## src/rtl/core/grdq_pkg.sv

```systemverilog
// ---------------------------------------------------------------------------
// grdq_pkg: shared types and constants for the delta quaternion pipeline
// Holds the cell data types, the pipeline side-band types, the fixed-point
// angle constants and the CORDIC arctangent table.
// ---------------------------------------------------------------------------
`default_nettype none

package grdq_pkg;

   // pipeline depths
   localparam int CORDIC_STAGES = 24;
   localparam int SQRT_STAGES   = 32;
   localparam int DIV_STAGES    = 31;
   localparam int MOD_STEPS     = 5;

   // fixed-point constants
   localparam logic [31:0]        PERIOD_RESET = 32'd42949673;
   localparam logic [31:0]        ONE_Q30      = 32'h4000_0000;
   localparam logic [63:0]        TWO_PI_Q56   = 64'h0648_7ED5_110B_4612;
   localparam logic signed [34:0] PI_Q30       = 35'sd3373259426;
   localparam logic signed [34:0] HALF_PI_Q30  = 35'sd1686629713;
   localparam logic signed [34:0] TWO_PI_Q30   = 35'sd6746518852;

   // square root cell data: remainder and partial root
   typedef struct packed {
      logic [63:0] rem;
      logic [31:0] root;
   } sqrt_type;

   // divider cell data: remainder, divisor and partial quotient
   typedef struct packed {
      logic [63:0] rem;
      logic [31:0] den;
      logic [30:0] quo;
   } div_type;

   // cordic cell data, all fields two's complement
   typedef struct packed {
      logic [33:0] x;
      logic [33:0] y;
      logic [33:0] z;
   } cordic_type;

   // side-band while the magnitude is formed
   typedef struct packed {
      logic             valid;
      logic [2:0][31:0] rate;
   } rate_side_type;

   // side-band through the angle reduction
   typedef struct packed {
      logic             valid;
      logic             zero;
      logic [31:0]      omega;
      logic [2:0][31:0] rate;
   } angle_side_type;

   // side-band through the cordic cells
   typedef struct packed {
      logic             valid;
      logic             zero;
      logic             neg_cos;
      logic [31:0]      omega;
      logic [2:0][31:0] rate;
   } cordic_side_type;

   // side-band through the vector part dividers
   typedef struct packed {
      logic        valid;
      logic        zero;
      logic [2:0]  psign;
      logic        cw_sign;
      logic [31:0] cw_mag;
   } div_side_type;

   // side-band through the norm
   typedef struct packed {
      logic             valid;
      logic             zero;
      logic [3:0]       sign;
      logic [3:0][31:0] mag;
   } norm_side_type;

   // side-band through the normalising dividers
   typedef struct packed {
      logic       valid;
      logic       ident;
      logic [3:0] sign;
   } out_side_type;

   // truncated Q2.30 arctangent of 2^-idx
   function automatic logic [31:0] atan_q30(input logic [4:0] idx);
      logic [31:0] v;
      case (idx)
         5'd0:  v = 32'h3243F6A8;
         5'd1:  v = 32'h1DAC6705;
         5'd2:  v = 32'h0FADBAFC;
         5'd3:  v = 32'h07F56EA6;
         5'd4:  v = 32'h03FEAB76;
         5'd5:  v = 32'h01FFD55B;
         5'd6:  v = 32'h00FFFAAA;
         5'd7:  v = 32'h007FFF55;
         5'd8:  v = 32'h003FFFEA;
         5'd9:  v = 32'h001FFFFD;
         5'd10: v = 32'h000FFFFF;
         5'd11: v = 32'h0007FFFF;
         5'd12: v = 32'h0003FFFF;
         5'd13: v = 32'h0001FFFF;
         5'd14: v = 32'h0000FFFF;
         5'd15: v = 32'h00007FFF;
         5'd16: v = 32'h00003FFF;
         5'd17: v = 32'h00001FFF;
         5'd18: v = 32'h00000FFF;
         5'd19: v = 32'h000007FF;
         5'd20: v = 32'h000003FF;
         5'd21: v = 32'h000001FF;
         5'd22: v = 32'h000000FF;
         5'd23: v = 32'h0000007F;
         5'd24: v = 32'h0000003F;
         5'd25: v = 32'h0000001F;
         5'd26: v = 32'h0000000F;
         5'd27: v = 32'h00000007;
         5'd28: v = 32'h00000003;
         5'd29: v = 32'h00000001;
         5'd30: v = 32'h00000000;
         5'd31: v = 32'h00000000;
         default: v = 32'h00000000;
      endcase
      return v;
   endfunction

endpackage

`default_nettype wire

```

## src/rtl/core/grdq_sqrt_cell.sv

```systemverilog
// ---------------------------------------------------------------------------
// grdq_sqrt_cell: one root bit of an integer square root
// Tests one root bit against the remainder and registers the updated pair.
// ---------------------------------------------------------------------------
`default_nettype none

module grdq_sqrt_cell (
   input  logic               clock,
   input  grdq_pkg::sqrt_type cell_in,
   input  logic [4:0]         bit_index,
   output grdq_pkg::sqrt_type cell_out
);
   import grdq_pkg::*;

   logic [5:0]  root_shift;
   logic [65:0] trial;
   logic [65:0] rem_wide;
   sqrt_type    result_in;
   sqrt_type    result_ff;

   // (root + 2^i)^2 - root^2 against the remainder
   always_comb begin
      root_shift = {1'b0, bit_index} + 6'd1;
      trial      = ({34'd0, cell_in.root} << root_shift) + (66'd1 << {bit_index, 1'b0});
      rem_wide   = {2'b00, cell_in.rem};
      result_in  = cell_in;
      if (rem_wide >= trial) begin
         result_in.rem  = 64'(rem_wide - trial);
         result_in.root = cell_in.root | (32'd1 << bit_index);
      end
   end

   always_ff @(posedge clock) begin
      result_ff <= result_in;
   end

   assign cell_out = result_ff;

endmodule

`default_nettype wire

```

## config.mk

```make
export PLATFORM = sky130hd
export DESIGN_NAME = grdq_sqrt_cell
export DESIGN_NICKNAME = d
export VERILOG_FILES = /design/src/rtl/core/grdq_pkg.sv /design/src/rtl/core/grdq_sqrt_cell.sv
export SDC_FILE = /design/constraint.sdc
export NUM_CORES = 1
export LEC_CHECK = 0
export ABC_AREA = 1
export BUFFER_PORTS_ARGS = -buffer_cell sky130_fd_sc_hd__buf_2
export CORE_AREA = 3 3 172 191
export CTS_BUF_LIST = sky130_fd_sc_hd__clkbuf_8
export CTS_CLUSTER_SIZE = 14
export DETAILED_ROUTE_END_ITERATION = 8
export DIE_AREA = 0 0 175 194
export PLACE_DENSITY = 0.67
export SLEW_MARGIN = 20
export SYNTH_ARGS = -nofsm -noshare
export SYNTH_HDL_FRONTEND = slang
export SYNTH_SLANG_ARGS = --single-unit
```

## constraint.sdc

```tcl
create_clock -name clock -period 18.4 [get_ports clock]
set_input_delay 3.68 -clock clock [delete_from_list [all_inputs] [get_ports clock]]
set_output_delay 3.68 -clock clock [all_outputs]
set_load 0.01 [all_outputs]
```

==> flow_summary_export.csv <==
group,metric,value,unit
cells_and_area,drive_above_1_share,0.1264,
logic_synthesis,synth_xor_area_frac,0.06155,
logic_synthesis,ys_warn_count,0,
critical_path,critPathKind,"in -> reg",
critical_path,worst-path-max-fanout,63,
sta,fin_ws,6528,ps
placement,dpl.cell_count,3071,
run,maxCapViolCount,0,
global_route,grt_busiest_layer,"met2",
critical_path,path_delay_family,"buffers and inverters",
floorplanning,fp.dieArea,33950,um^2
sta,tns,0,ps
floorplanning,initial_core_util,0.4577,
logic_synthesis,synth_cells,2510,
routing,dr.first_iter.drc_count,1568,
floorplanning,core_region_area,31140,um^2
cells_and_area,final_nets,2868,
global_route,grt_util_met3,0.04093,
global_route,use_met1,0.4312,
global_route,grt_pass1_vias,16670,
logic_synthesis,syn-cell-area,14250,um^2
critical_path,crit_path_end_kind,"flop",
clock_tree,clk_path_buf_depth,2,
logic_synthesis,yosysSeqAreaShare,0.1349,
global_route,track_usage,0.3579,
logic_synthesis,synth.avg_cell_area,5.678,um^2
placement,hpwl,53.68,mm
cells_and_area,n_antenna_cell,0,
routing,drcViolationCount,0,
routing,routed_wl,62.56,mm
placement,dp_slack,6262,ps
clock_tree,cts_setup_buffers,0,
critical_path,crit_buf_inv,11,
clock_tree,hold_buffers,0,
clock_tree,cts_sinks,96,
critical_path,cpMaxStageDelayCell,"buf_4",
logic_synthesis,ys_async_sr_fraction,0,
cells_and_area,fin_util,0.4999,
sta,maxSlewViolCount,0,
clock_tree,root_buffer,"clkbuf_8",
logic_synthesis,synth_top_cell_by_area,"nand2_1",
critical_path,slowest_delay,730,ps
logic_synthesis,synth_nets,2716,
routing,vias,17440,
critical_path,worst_ep_required_time,18750,ps
pwr,vdd.ir_drop.worst,0.03763,mV
routing,ant_nets,0,
critical_path,path_common_cell,"nand2_1",
sta,rsz0062_at_grt,"false",
logic_synthesis,synthSimpleGateAreaFrac,0.4415,
clock_tree,htreeDepth,3,
placement,numPortBuffers,197,
sta,min_period_over_period,0.6452,
placement,placed_area,15380,um^2
logic_synthesis,synthMuxAreaShare,0,
floorplanning,die_w,175,um
clock_tree,cts_inserted_buffers,9,
cells_and_area,multi_input_area,10680,um^2
cells_and_area,fillers,3489,
logic_synthesis,yosysMostFrequentCell,"nand2_1",
outcome,status,"completed",
pwr,p_leak,7.696,nW
sta,fmax,0.08423,GHz
cells_and_area,syn2layout_area_growth,9.228,%
routing,vias_per_cell,5.650,
routing,post_drt_wl_per_cell,20.27,um
global_route,grt_pass1_wl,94.88,mm
global_route,grt_start_max_net_pins,65,
clock_tree,cts_tree,"built",
sta,max_slew_margin,0.1761,
logic_synthesis,synth_compound_area_frac,0.1543,
logic_synthesis,synth_flop_cell,"dfxtp_1",
sta,tightest_slew,1225,ps
clock_tree,cts_resized,0,
routing,dr.pass1.iters,6,
logic_synthesis,synth_area_leaders,"nand2_1 20%, dfxtp_1 13%, ha_1 9.0%, nand3_1 8.3%, inv_1 8.0%",
sta,setup_violations,0,
critical_path,cp.arrival,12230,ps
pwr,cellPowerDensity,73.65,nW/um^2
global_route,gr-total-overflow,0,
sta,finalCriticalPeriod,11870,ps
logic_synthesis,synth_edf_count,0,
floorplanning,rows,68,
cells_and_area,largest_reg_flops,96,
logic_synthesis,ys_seq_elements,96,
min_path,hold_path_class,"in -> reg",
floorplanning,pin_count,198,
cells_and_area,seqCellArea,1922,um^2
logic_synthesis,synth_top_family_by_area,"simple AND/OR/NAND/NOR gates",
pwr,total_power,1.146,mW
logic_synthesis,synth_top_cell_area_share,0.2036,
cells_and_area,design_area,15570,um^2
logic_synthesis,synthAdderAreaFrac,0.09183,
placement,gp_congestion,1.045,
floorplanning,fp.dieH,194,um
cells_and_area,instances_no_fill,3086,
global_route,met2_usage,0.6188,
logic_synthesis,synth_commonest_cells,"773 x nand2_1, 304 x inv_1, 253 x nor2_1, 235 x nand3_1, 136 x a21oi_1",
sta,timing.hold.ws,3474,ps
logic_synthesis,yosysUniqueCellTypes,64,
sta,hold_viol,0,
critical_path,start_kind,"primary input",
clock_tree,path_clk_slew,120,ps
global_route,grt_antenna_before_repair,1,
final timing paths:
kind         start                   end  depth (start not counted)
max   bit_index[0]  cell_out[34]$_DFF_P_                         43
min    cell_in[43]  cell_out[43]$_DFF_P_                          3
placed cells by master, fill, tap and decap left out, drive strengths merged, types with 2 or more instances in the layout:
master	count
nand2	828
inv	323
nor2	270
nand3	246
buf	205
a21oi	138
o21ai	138
ha	103
dfxtp	96
xor2	78
nand4	36
a31oi	29
nor3	26
xnor2	20
o21a	16
nor4	15
o21bai	14
nand3b	10
clkbuf	10
o221ai	8
o211ai	8
o22ai	6
a21o	6
a21boi	6
or2	5
and2	5
clkinv	3
and3	2
o2111ai	2
a221oi	2
o31ai	2
where the power goes:
group | switching, mW | internal (mW) | leakage (nW)
logic | 0.493 | 0.235 | 6.80
clock network | 0.0934 | 0.0536 | 0.0895
registers | 0.0109 | 0.261 | 0.810
worst min-delay path: stages:
cell and delay [ps]:
buf_2 90, nand2_1 50, nand2_1 50
area by class of cell:
class | instances | area share
timing repair buffer | 205 | 0.06720
sequential | 96 | 0.1235
tap | 420 | 0.03376
multi-input combinational | 2028 | 0.6863
clock inverter | 5 | 0.002492
clock buffer | 10 | 0.008842
inverter | 322 | 0.07797
routing by layer:
metal | part of all wire | wire [um]
met1 | 0.40 | 24840
met2 | 0.47 | 29660
met3 | 0.064 | 4006
met4 | 0.064 | 4033
met5 | 0.00021 | 13
logic make-up (layout without fill, tap and decap cells):
group | Yosys count | in the layout
adders and majority gates | 104 | 104
AOI/OAI and AO/OA | 382 | 382
xor gates and xnor gates | 98 | 98
and+or+nand+nor | 1444 | 1444
buffers and inverters | 386 | 542
DFF | 96 | 96
(Power assumes the default switching activity.)
