==> src/rtl/core/grdq_pkg.sv <==
// ---------------------------------------------------------------------------
// grdq_pkg: shared types and constants for the delta quaternion pipeline
// Holds the cell data types, the pipeline side-band types, the fixed-point
// angle constants and the CORDIC arctangent table.
// ---------------------------------------------------------------------------
`default_nettype none

package grdq_pkg;

   // pipeline depths
   localparam int CORDIC_STAGES = 24;
   localparam int SQRT_STAGES   = 32;
   localparam int DIV_STAGES    = 31;
   localparam int MOD_STEPS     = 5;

   // fixed-point constants
   localparam logic [31:0]        PERIOD_RESET = 32'd42949673;
   localparam logic [31:0]        ONE_Q30      = 32'h4000_0000;
   localparam logic [63:0]        TWO_PI_Q56   = 64'h0648_7ED5_110B_4612;
   localparam logic signed [34:0] PI_Q30       = 35'sd3373259426;
   localparam logic signed [34:0] HALF_PI_Q30  = 35'sd1686629713;
   localparam logic signed [34:0] TWO_PI_Q30   = 35'sd6746518852;

   // square root cell data: remainder and partial root
   typedef struct packed {
      logic [63:0] rem;
      logic [31:0] root;
   } sqrt_type;

   // divider cell data: remainder, divisor and partial quotient
   typedef struct packed {
      logic [63:0] rem;
      logic [31:0] den;
      logic [30:0] quo;
   } div_type;

   // cordic cell data, all fields two's complement
   typedef struct packed {
      logic [33:0] x;
      logic [33:0] y;
      logic [33:0] z;
   } cordic_type;

   // side-band while the magnitude is formed
   typedef struct packed {
      logic             valid;
      logic [2:0][31:0] rate;
   } rate_side_type;

   // side-band through the angle reduction
   typedef struct packed {
      logic             valid;
      logic             zero;
      logic [31:0]      omega;
      logic [2:0][31:0] rate;
   } angle_side_type;

   // side-band through the cordic cells
   typedef struct packed {
      logic             valid;
      logic             zero;
      logic             neg_cos;
      logic [31:0]      omega;
      logic [2:0][31:0] rate;
   } cordic_side_type;

   // side-band through the vector part dividers
   typedef struct packed {
      logic        valid;
      logic        zero;
      logic [2:0]  psign;
      logic        cw_sign;
      logic [31:0] cw_mag;
   } div_side_type;

   // side-band through the norm
   typedef struct packed {
      logic             valid;
      logic             zero;
      logic [3:0]       sign;
      logic [3:0][31:0] mag;
   } norm_side_type;

   // side-band through the normalising dividers
   typedef struct packed {
      logic       valid;
      logic       ident;
      logic [3:0] sign;
   } out_side_type;

   // truncated Q2.30 arctangent of 2^-idx
   function automatic logic [31:0] atan_q30(input logic [4:0] idx);
      logic [31:0] v;
      case (idx)
         5'd0:  v = 32'h3243F6A8;
         5'd1:  v = 32'h1DAC6705;
         5'd2:  v = 32'h0FADBAFC;
         5'd3:  v = 32'h07F56EA6;
         5'd4:  v = 32'h03FEAB76;
         5'd5:  v = 32'h01FFD55B;
         5'd6:  v = 32'h00FFFAAA;
         5'd7:  v = 32'h007FFF55;
         5'd8:  v = 32'h003FFFEA;
         5'd9:  v = 32'h001FFFFD;
         5'd10: v = 32'h000FFFFF;
         5'd11: v = 32'h0007FFFF;
         5'd12: v = 32'h0003FFFF;
         5'd13: v = 32'h0001FFFF;
         5'd14: v = 32'h0000FFFF;
         5'd15: v = 32'h00007FFF;
         5'd16: v = 32'h00003FFF;
         5'd17: v = 32'h00001FFF;
         5'd18: v = 32'h00000FFF;
         5'd19: v = 32'h000007FF;
         5'd20: v = 32'h000003FF;
         5'd21: v = 32'h000001FF;
         5'd22: v = 32'h000000FF;
         5'd23: v = 32'h0000007F;
         5'd24: v = 32'h0000003F;
         5'd25: v = 32'h0000001F;
         5'd26: v = 32'h0000000F;
         5'd27: v = 32'h00000007;
         5'd28: v = 32'h00000003;
         5'd29: v = 32'h00000001;
         5'd30: v = 32'h00000000;
         5'd31: v = 32'h00000000;
         default: v = 32'h00000000;
      endcase
      return v;
   endfunction

endpackage

`default_nettype wire

==> src/rtl/core/grdq_div_cell.sv <==
// ---------------------------------------------------------------------------
// grdq_div_cell: one quotient bit of a restoring divider
// Subtracts the shifted divisor when it fits and passes the divisor on.
// ---------------------------------------------------------------------------
`default_nettype none

module grdq_div_cell (
   input  logic              clock,
   input  grdq_pkg::div_type cell_in,
   input  logic [4:0]        bit_index,
   output grdq_pkg::div_type cell_out
);
   import grdq_pkg::*;

   logic [63:0] trial;
   div_type     result_in;
   div_type     result_ff;

   // compare and subtract one shifted divisor
   always_comb begin
      trial     = {32'd0, cell_in.den} << bit_index;
      result_in = cell_in;
      if (cell_in.rem >= trial) begin
         result_in.rem = cell_in.rem - trial;
         result_in.quo = cell_in.quo | (31'd1 << bit_index);
      end
   end

   always_ff @(posedge clock) begin
      result_ff <= result_in;
   end

   assign cell_out = result_ff;

endmodule

`default_nettype wire

==> config.mk <==
export PLATFORM = sky130hd
export DESIGN_NAME = grdq_div_cell
export DESIGN_NICKNAME = d
export VERILOG_FILES = /design/src/rtl/core/grdq_pkg.sv /design/src/rtl/core/grdq_div_cell.sv
export SDC_FILE = /design/constraint.sdc
export NUM_CORES = 1
export LEC_CHECK = 0
export BUFFER_PORTS_ARGS = -buffer_cell sky130_fd_sc_hd__buf_4
export CORE_ASPECT_RATIO = 0.6
export CORE_MARGIN = 4
export CORE_UTILIZATION = 40
export DETAILED_ROUTE_END_ITERATION = 16
export PLACE_DENSITY = 0.68
export SYNTH_ARGS = -nofsm -noshare
export SYNTH_HDL_FRONTEND = slang
export SYNTH_SLANG_ARGS = --single-unit
==> constraint.sdc <==
create_clock -name clock -period 4.1 [get_ports clock]
set_input_delay 0.205 -clock clock [delete_from_list [all_inputs] [get_ports clock]]
set_output_delay 0.205 -clock clock [all_outputs]
set_load 0.02 [all_outputs]
==> flow_summary.json, run 1 <==
{
  "htree_num_levels": 4,
  "totalWireLength_um": 44400,
  "setup.worst_path.class": "input port to flip-flop",
  "max_slew_margin": 0.411,
  "cp-end-kind": "flip-flop",
  "largest_reg_flops": 127,
  "ir_worst_vdd_mv": 0.314,
  "chipWidth_um": 209,
  "postSynthRegisterBits": 127,
  "synth_warnings": 0,
  "netlist.top_cell.by_area": "dfxtp_1",
  "switching_share": 0.382,
  "finalMaxSlewViolations": 0,
  "synth.avg_cell_area_sq_um": 7.98,
  "startpoint_type": "input port",
  "post_route_cells_drive_above_1_share": 0.397,
  "gpl.final_weighted_congestion": 0.960,
  "timing.hold.worst.start": "cell_in[101]",
  "drtAntennaViolNets": 0,
  "finalWorstPathRequiredPeriod_ns": 3.95,
  "seq_power_share": 0.248,
  "switchingPower_uw": 2350,
  "netlist_top_cells_count": "nand2_1, dfxtp_1, o21ai_0",
  "clock_power_share": 0.253,
  "gr-total-overflow": 0,
  "min_path_cells": 3,
  "hold_slack_ns": 0.0101,
  "place.port_buffers": 259,
  "cts-buffers-inserted": 17,
  "max-clock-path-buffers": 2,
  "core-area_sq_mm": 0.0235,
  "max_cap_violations": 0,
  "multi_input_area_sq_mm": 0.00682,
  "die_area_sq_mm": 0.0270,
  "synth_fp_nets": 1418,
  "synth_sequential_area_ratio": 0.261,
  "status": "finished clean",
  "synthesis.area_sq_mm": 0.00974,
  "grt_max_degree": 51,
  "most_frequently_used_cell_type_in_the_post_synthesis_netlist": "nand2_1",
  "synthArstFlopShare": 0,
  "power_density_mw_per_mm2": 376,
  "synth_cell_type_count": 84,
  "synthesis.instances": 1221,
  "relative_contribution_of_combinational_cells_to_total_power": 0.498,
  "gr-usage-all-layers": 0.315,
  "crit_required_ns": 4.42,
  "detail_route.iter0.violations": 1266,
  "rsz0062_at_grt": "false",
  "power_leakage_uw": 0.00765,
  "dpl_worst_slack_ns": -0.595,
  "fmax_mhz": 253,
  "synth_enable_flop_cells": 0,
  "starting_density_of_the_core": 0.414,
  "hpwlAfterDp_um": 34500,
  "vias_cell": 5.44,
  "wl_per_cell_um": 20.0,
  "dpl-instance-area_sq_mm": 0.0146,
  "post-route-worst-setup-slack_ns": 0.146,
  "worst_ep_arrival_time_ns": 4.27,
  "tritoncts": "built",
  "worst_slew_pin_slew_ns": 0.876,
  "finalInstanceArea_sq_mm": 0.0164,
  "final_nets": 2084,
  "fillerInstances": 1834,
  "clkSinkCount": 127,
  "initial_antenna_violation_count": 0,
  "synth-main-ff-cell": "dfxtp_1",
  "top_level_ports": 260,
  "worst-path-max-fanout": 12,
  "final_period_util": 0.964,
  "layout-area-overhead-vs-synth_pct": 68.0,
  "fp.dieH_um": 129,
  "area.sequential_sq_mm": 0.00254,
  "drc": 0,
  "core.rowCount": 43,
  "holdPathEnd": "cell_out[101]",
  "finalCoreUtilization": 0.696,
  "final_hold_viol_count": 0,
  "synth_top_cells_by_area": "dfxtp_1, ha_1, nand2_1, o21ai_0, a21oi_1",
  "drt_pre_antenna_iters": 5,
  "cellInternalPower_uw": 3810,
  "number_of_global_route_vias_before_repair": 11600,
  "vias": 12100,
  "worstHoldPathType": "input port to flip-flop",
  "final-setup-viol-count": 0,
  "path_clk_slew_ns": 0.06,
  "cts.root.buffer_cell": "clkbuf_16",
  "yosys.area.top_type_share": 0.261,
  "grt_first_pass_wirelength_um": 66000
}
==> layout by cell type (no fill, tap or decap), types with 20 or more instances in the layout <==
cell,count
buf_4,612
nand2_1,178
dfxtp_1,127
o21ai_0,114
dlygate4sd3_1,101
a21oi_1,95
nor2_1,63
ha_1,62
a21o_1,54
xnor2_1,37
inv_1,30
nand4_1,30
mux2i_1,26
nor3_1,26
o21bai_1,22
mux4_2,20
==> critical path, cell delays in order <==
cell and delay (ns):
buf_16 0.12, buf_4 0.15, mux4_2 0.55, mux2i_2 0.25
mux2i_1 0.14, a21oi_1 0.23, buf_4 0.18, ha_1 0.27
a21oi_1 0.18, o21ai_0 0.22, a21oi_1 0.20, o21a_1 0.15
nand3_2 0.10, buf_4 0.19, a21boi_0 0.51, o21bai_1 0.16
xnor2_1 0.15, o21ai_0 0.30
==> through the flow <==
step,setup TNS [ns],std cells,power (uW)
floorplan,0,1221,2980
global placement,-38.29,2076,4400
detailed placement,-46.67,2076,4430
CTS,0,2212,6060
global route,0,2215,6440
finish,0,2216,6160
==> routing by layer <==
metal  track usage  up-vias  routed length [um]
met5             0        -                   0
met4        0.0679        0                 684
met3         0.119       66                5700
met2         0.450      668               17900
met1         0.452     5578               20100
li1              -     5754                   -
==> cell type report <==
| type | instances | share of cell area |
|---|---|---|
| timing repair buffer | 728 | 0.361 |
| clock inverter | 15 | 0.0102 |
| tap | 315 | 0.0241 |
| multi-input combinational | 981 | 0.416 |
| clock buffer | 17 | 0.0260 |
| antenna | 1 | 0.000153 |
| inverter | 32 | 0.00734 |
| sequential | 127 | 0.155 |
==> how the worst max path moves through the flow <==
stage	startpoint	endpoint	slack [ns]	cells past startpoint
final	bit_index[0]	cell_out[111]	0.15	18
after global routing	bit_index[0]	cell_out[121]	0.01	20
after CTS	bit_index[0]	cell_out[122]	0.01	19
after detailed placement	bit_index[0]	cell_out[105]	-0.59	21
after global placement	bit_index[0]	cell_out[104]	-0.47	20
after floorplan	bit_index[1]	cell_out[24]	0.01	20
==> kinds of logic after synthesis <==
kind of cell,synth area share
AO/OA/AOI/OAI,0.265
AND/OR/NAND/NOR,0.191
flip-flops,0.261
multiplexers,0.0998
adder cells (fa/ha/maj),0.0830
XOR/XNOR,0.0494
buffers and inverters,0.0509
==> timing repair <==
item,in CTS,in global routing
endpoints found under the hold margin,101,0
cloned,0,1
pin swaps,1,4
hold buffers,101,0
gates resized for setup,1,35
buffers inserted,3,2
endpoints found under the setup margin,75,95
==> power by group through the flow <==
stage	sequential, uW	clock [uW]	combinational (uW)
finish	1530	1560	3070
global route	1550	1630	3260
CTS	1530	1560	2970
detailed placement	1560	0	2880
global placement	1550	0	2850
floorplan	1830	0	1140
Note: power is estimated with default switching activity, not from simulation.
==> run 2: changes to the inputs <==
--- a/config.mk
+++ b/config.mk
@@ -10,6 +10,7 @@
 export CORE_MARGIN = 4
 export CORE_UTILIZATION = 40
 export DETAILED_ROUTE_END_ITERATION = 16
+export MAX_ROUTING_LAYER = met4
 export PLACE_DENSITY = 0.68
 export SYNTH_ARGS = -nofsm -noshare
 export SYNTH_HDL_FRONTEND = slang
==> run 2 against run 1 <==
Count of clock-buffer cells in the layout unchanged; clock power about the same; global-route usage increased by 1.6 points; largest power group unchanged; highest routed layer unchanged.
==> flow_summary.json, run 2 (same netlist as run 1, synthesis figures left out) <==
{
  "most_frequent_standard_cell_in_the_layout_excluding_fill_and_tap_cells": "buf_4",
  "gr-usage-all-layers": 0.331,
  "finalWorstPathRequiredPeriod_ns": 3.98,
  "largest_reg_flops": 127,
  "wl_per_cell_um": 20.0,
  "number_of_global_route_vias_before_repair": 11800,
  "worst_ep_arrival_time_ns": 4.32,
  "drc": 0,
  "vias_cell": 5.47,
  "dpl-instance-area_sq_mm": 0.0146,
  "path_clk_slew_ns": 0.07,
  "die_area_sq_mm": 0.0270,
  "fillerInstances": 1810,
  "timing.hold.worst.start": "cell_in[91]",
  "initial_antenna_violation_count": 0,
  "worst_slew_pin_slew_ns": 0.619,
  "clkSinkCount": 127,
  "starting_density_of_the_core": 0.414,
  "core-area_sq_mm": 0.0235,
  "startpoint_type": "input port",
  "cp-end-kind": "flip-flop",
  "setup.worst_path.class": "input port to flip-flop",
  "power_uw": 6200,
  "final-setup-viol-count": 0,
  "vias": 12200,
  "worstHoldPathType": "input port to flip-flop",
  "fp.dieH_um": 129,
  "final_hold_viol_count": 0,
  "totalWireLength_um": 44600,
  "min_path_cells": 3,
  "final_period_util": 0.970,
  "power_leakage_uw": 0.00768,
  "crit_required_ns": 4.44,
  "top_level_ports": 260,
  "holdPathEnd": "cell_out[91]",
  "gr-total-overflow": 0,
  "max_cap_violations": 0,
  "hpwlAfterDp_um": 34600,
  "detail_route.iter0.violations": 1128,
  "finalMaxSlewViolations": 0,
  "critPathMaxStageDelay_ns": 0.55,
  "grt_first_pass_wirelength_um": 67100,
  "gpl.final_weighted_congestion": 0.989,
  "status": "finished clean",
  "fmax_mhz": 251,
  "post_route_cells_drive_above_1_share": 0.407,
  "final_nets": 2093,
  "finalCoreUtilization": 0.703,
  "chipWidth_um": 209,
  "power_density_mw_per_mm2": 375,
  "tritoncts": "built",
  "cts.root.buffer_cell": "clkbuf_16",
  "rsz0062_at_grt": "true",
  "grt_max_degree": 51,
  "max_slew_margin": 0.583,
  "core.rowCount": 43,
  "final_cell_mix": "buf_4, nand2_1, dfxtp_1",
  "number_of_diodes_added_for_antenna_fixing": 0,
  "htree_num_levels": 4,
  "drt_pre_antenna_iters": 6,
  "layout-area-overhead-vs-synth_pct": 69.7,
  "path_cells": "buf_12, buf_4, buf_4, mux4_2, mux2i_2, nand2_1, nand2_1, o22a_1, ha_4, a21o_1, buf_4, a21oi_2, o22ai_2, o31ai_2, buf_4, a31oi_2, buf_4, nor3_4, o2bb2ai_1, xnor2_1, mux2_4",
  "cts-buffers-inserted": 17,
  "ir_worst_vdd_mv": 0.318,
  "critical-path-top-cell-by-count": "buf_4",
  "max-clock-path-buffers": 2,
  "worst-path-max-fanout": 21,
  "cp_slowest_cell": "mux4_2",
  "finalInstanceArea_sq_mm": 0.0165,
  "drtAntennaViolNets": 0,
  "place.port_buffers": 259
}
[run 2: cell count changes in the layout (fill, tap and decap cells not counted), sizes merged]
cell         change
dlygate4sd3      +7
clkinv           +1
inv              +1
clkinvlp         -2
diode            -1
clkbuf           -1
buf              +3
[run 2: worst max-delay path, delay by kind of cell]
family | cells | cell delay [ns]
XOR/XNOR | 1 | 0.13
adder cells (fa/ha/maj) | 1 | 0.25
AO/OA/AOI/OAI | 7 | 1.33
AND/OR/NAND/NOR | 3 | 0.41
buffers and inverters | 6 | 0.94
multiplexers | 3 | 1.01
[run 2: routing by layer]
layer,track usage,routed length [um],up-vias
met5,-,0,-
met4,0.0824,865,0
met3,0.105,5200,63
met2,0.453,17700,663
met1,0.469,20800,5664
li1,-,-,5768
[run 2: power breakdown]
group	switching, uW	internal [uW]
Sequential	66.4	1460
Combinational	1600	1490
Clock	706	866
Total	2380	3820
[run 2: worst max path at each step]
stage | slack (ns) | endpoint | from
6_report | 0.12 | cell_out[118] | bit_index[0]
4_1_cts | 0.02 | cell_out[118] | bit_index[0]
3_3_place_gp | -0.75 | cell_out[118] | bit_index[0]
3_5_place_dp | -0.61 | cell_out[111] | bit_index[0]
2_1_floorplan | 0.01 | cell_out[24] | bit_index[1]
5_1_grt | -0.03 | cell_out[126] | bit_index[0]
[run 2: what timing repair did]
item / in CTS / in global routing
hold buffers: 108 / 0
resized for setup: 4 / 61
endpoints found under the setup margin: 53 / 95
buffers inserted: 0 / 5
pin swaps: 1 / 7
hold endpoints to repair: 108 / 0
[run 2: cell type report]
cell class | count | area [sq um] | area share
Sequential cell | 127 | 2540 | 0.154
Multi-Input combinational cell | 981 | 6960 | 0.421
Tap cell | 315 | 394 | 0.0238
Timing Repair Buffer | 737 | 5930 | 0.359
Clock buffer | 17 | 425 | 0.0257
Inverter | 32 | 120 | 0.00726
Clock inverter | 15 | 166 | 0.0101
[run 2: per-stage QoR]
step	instances	setup WS [ns]	setup TNS [ns]	hold slack, ns
after floorplan	1221	0.0126	0	0.233
after global placement	2079	-0.746	-43.33	0.338
after detailed placement	2079	-0.605	-43.85	0.339
after CTS	2219	0.0208	0	0.000890
after global routing	2224	-0.0253	-0.0540	0.0109
final	2224	0.124	0	0.0225
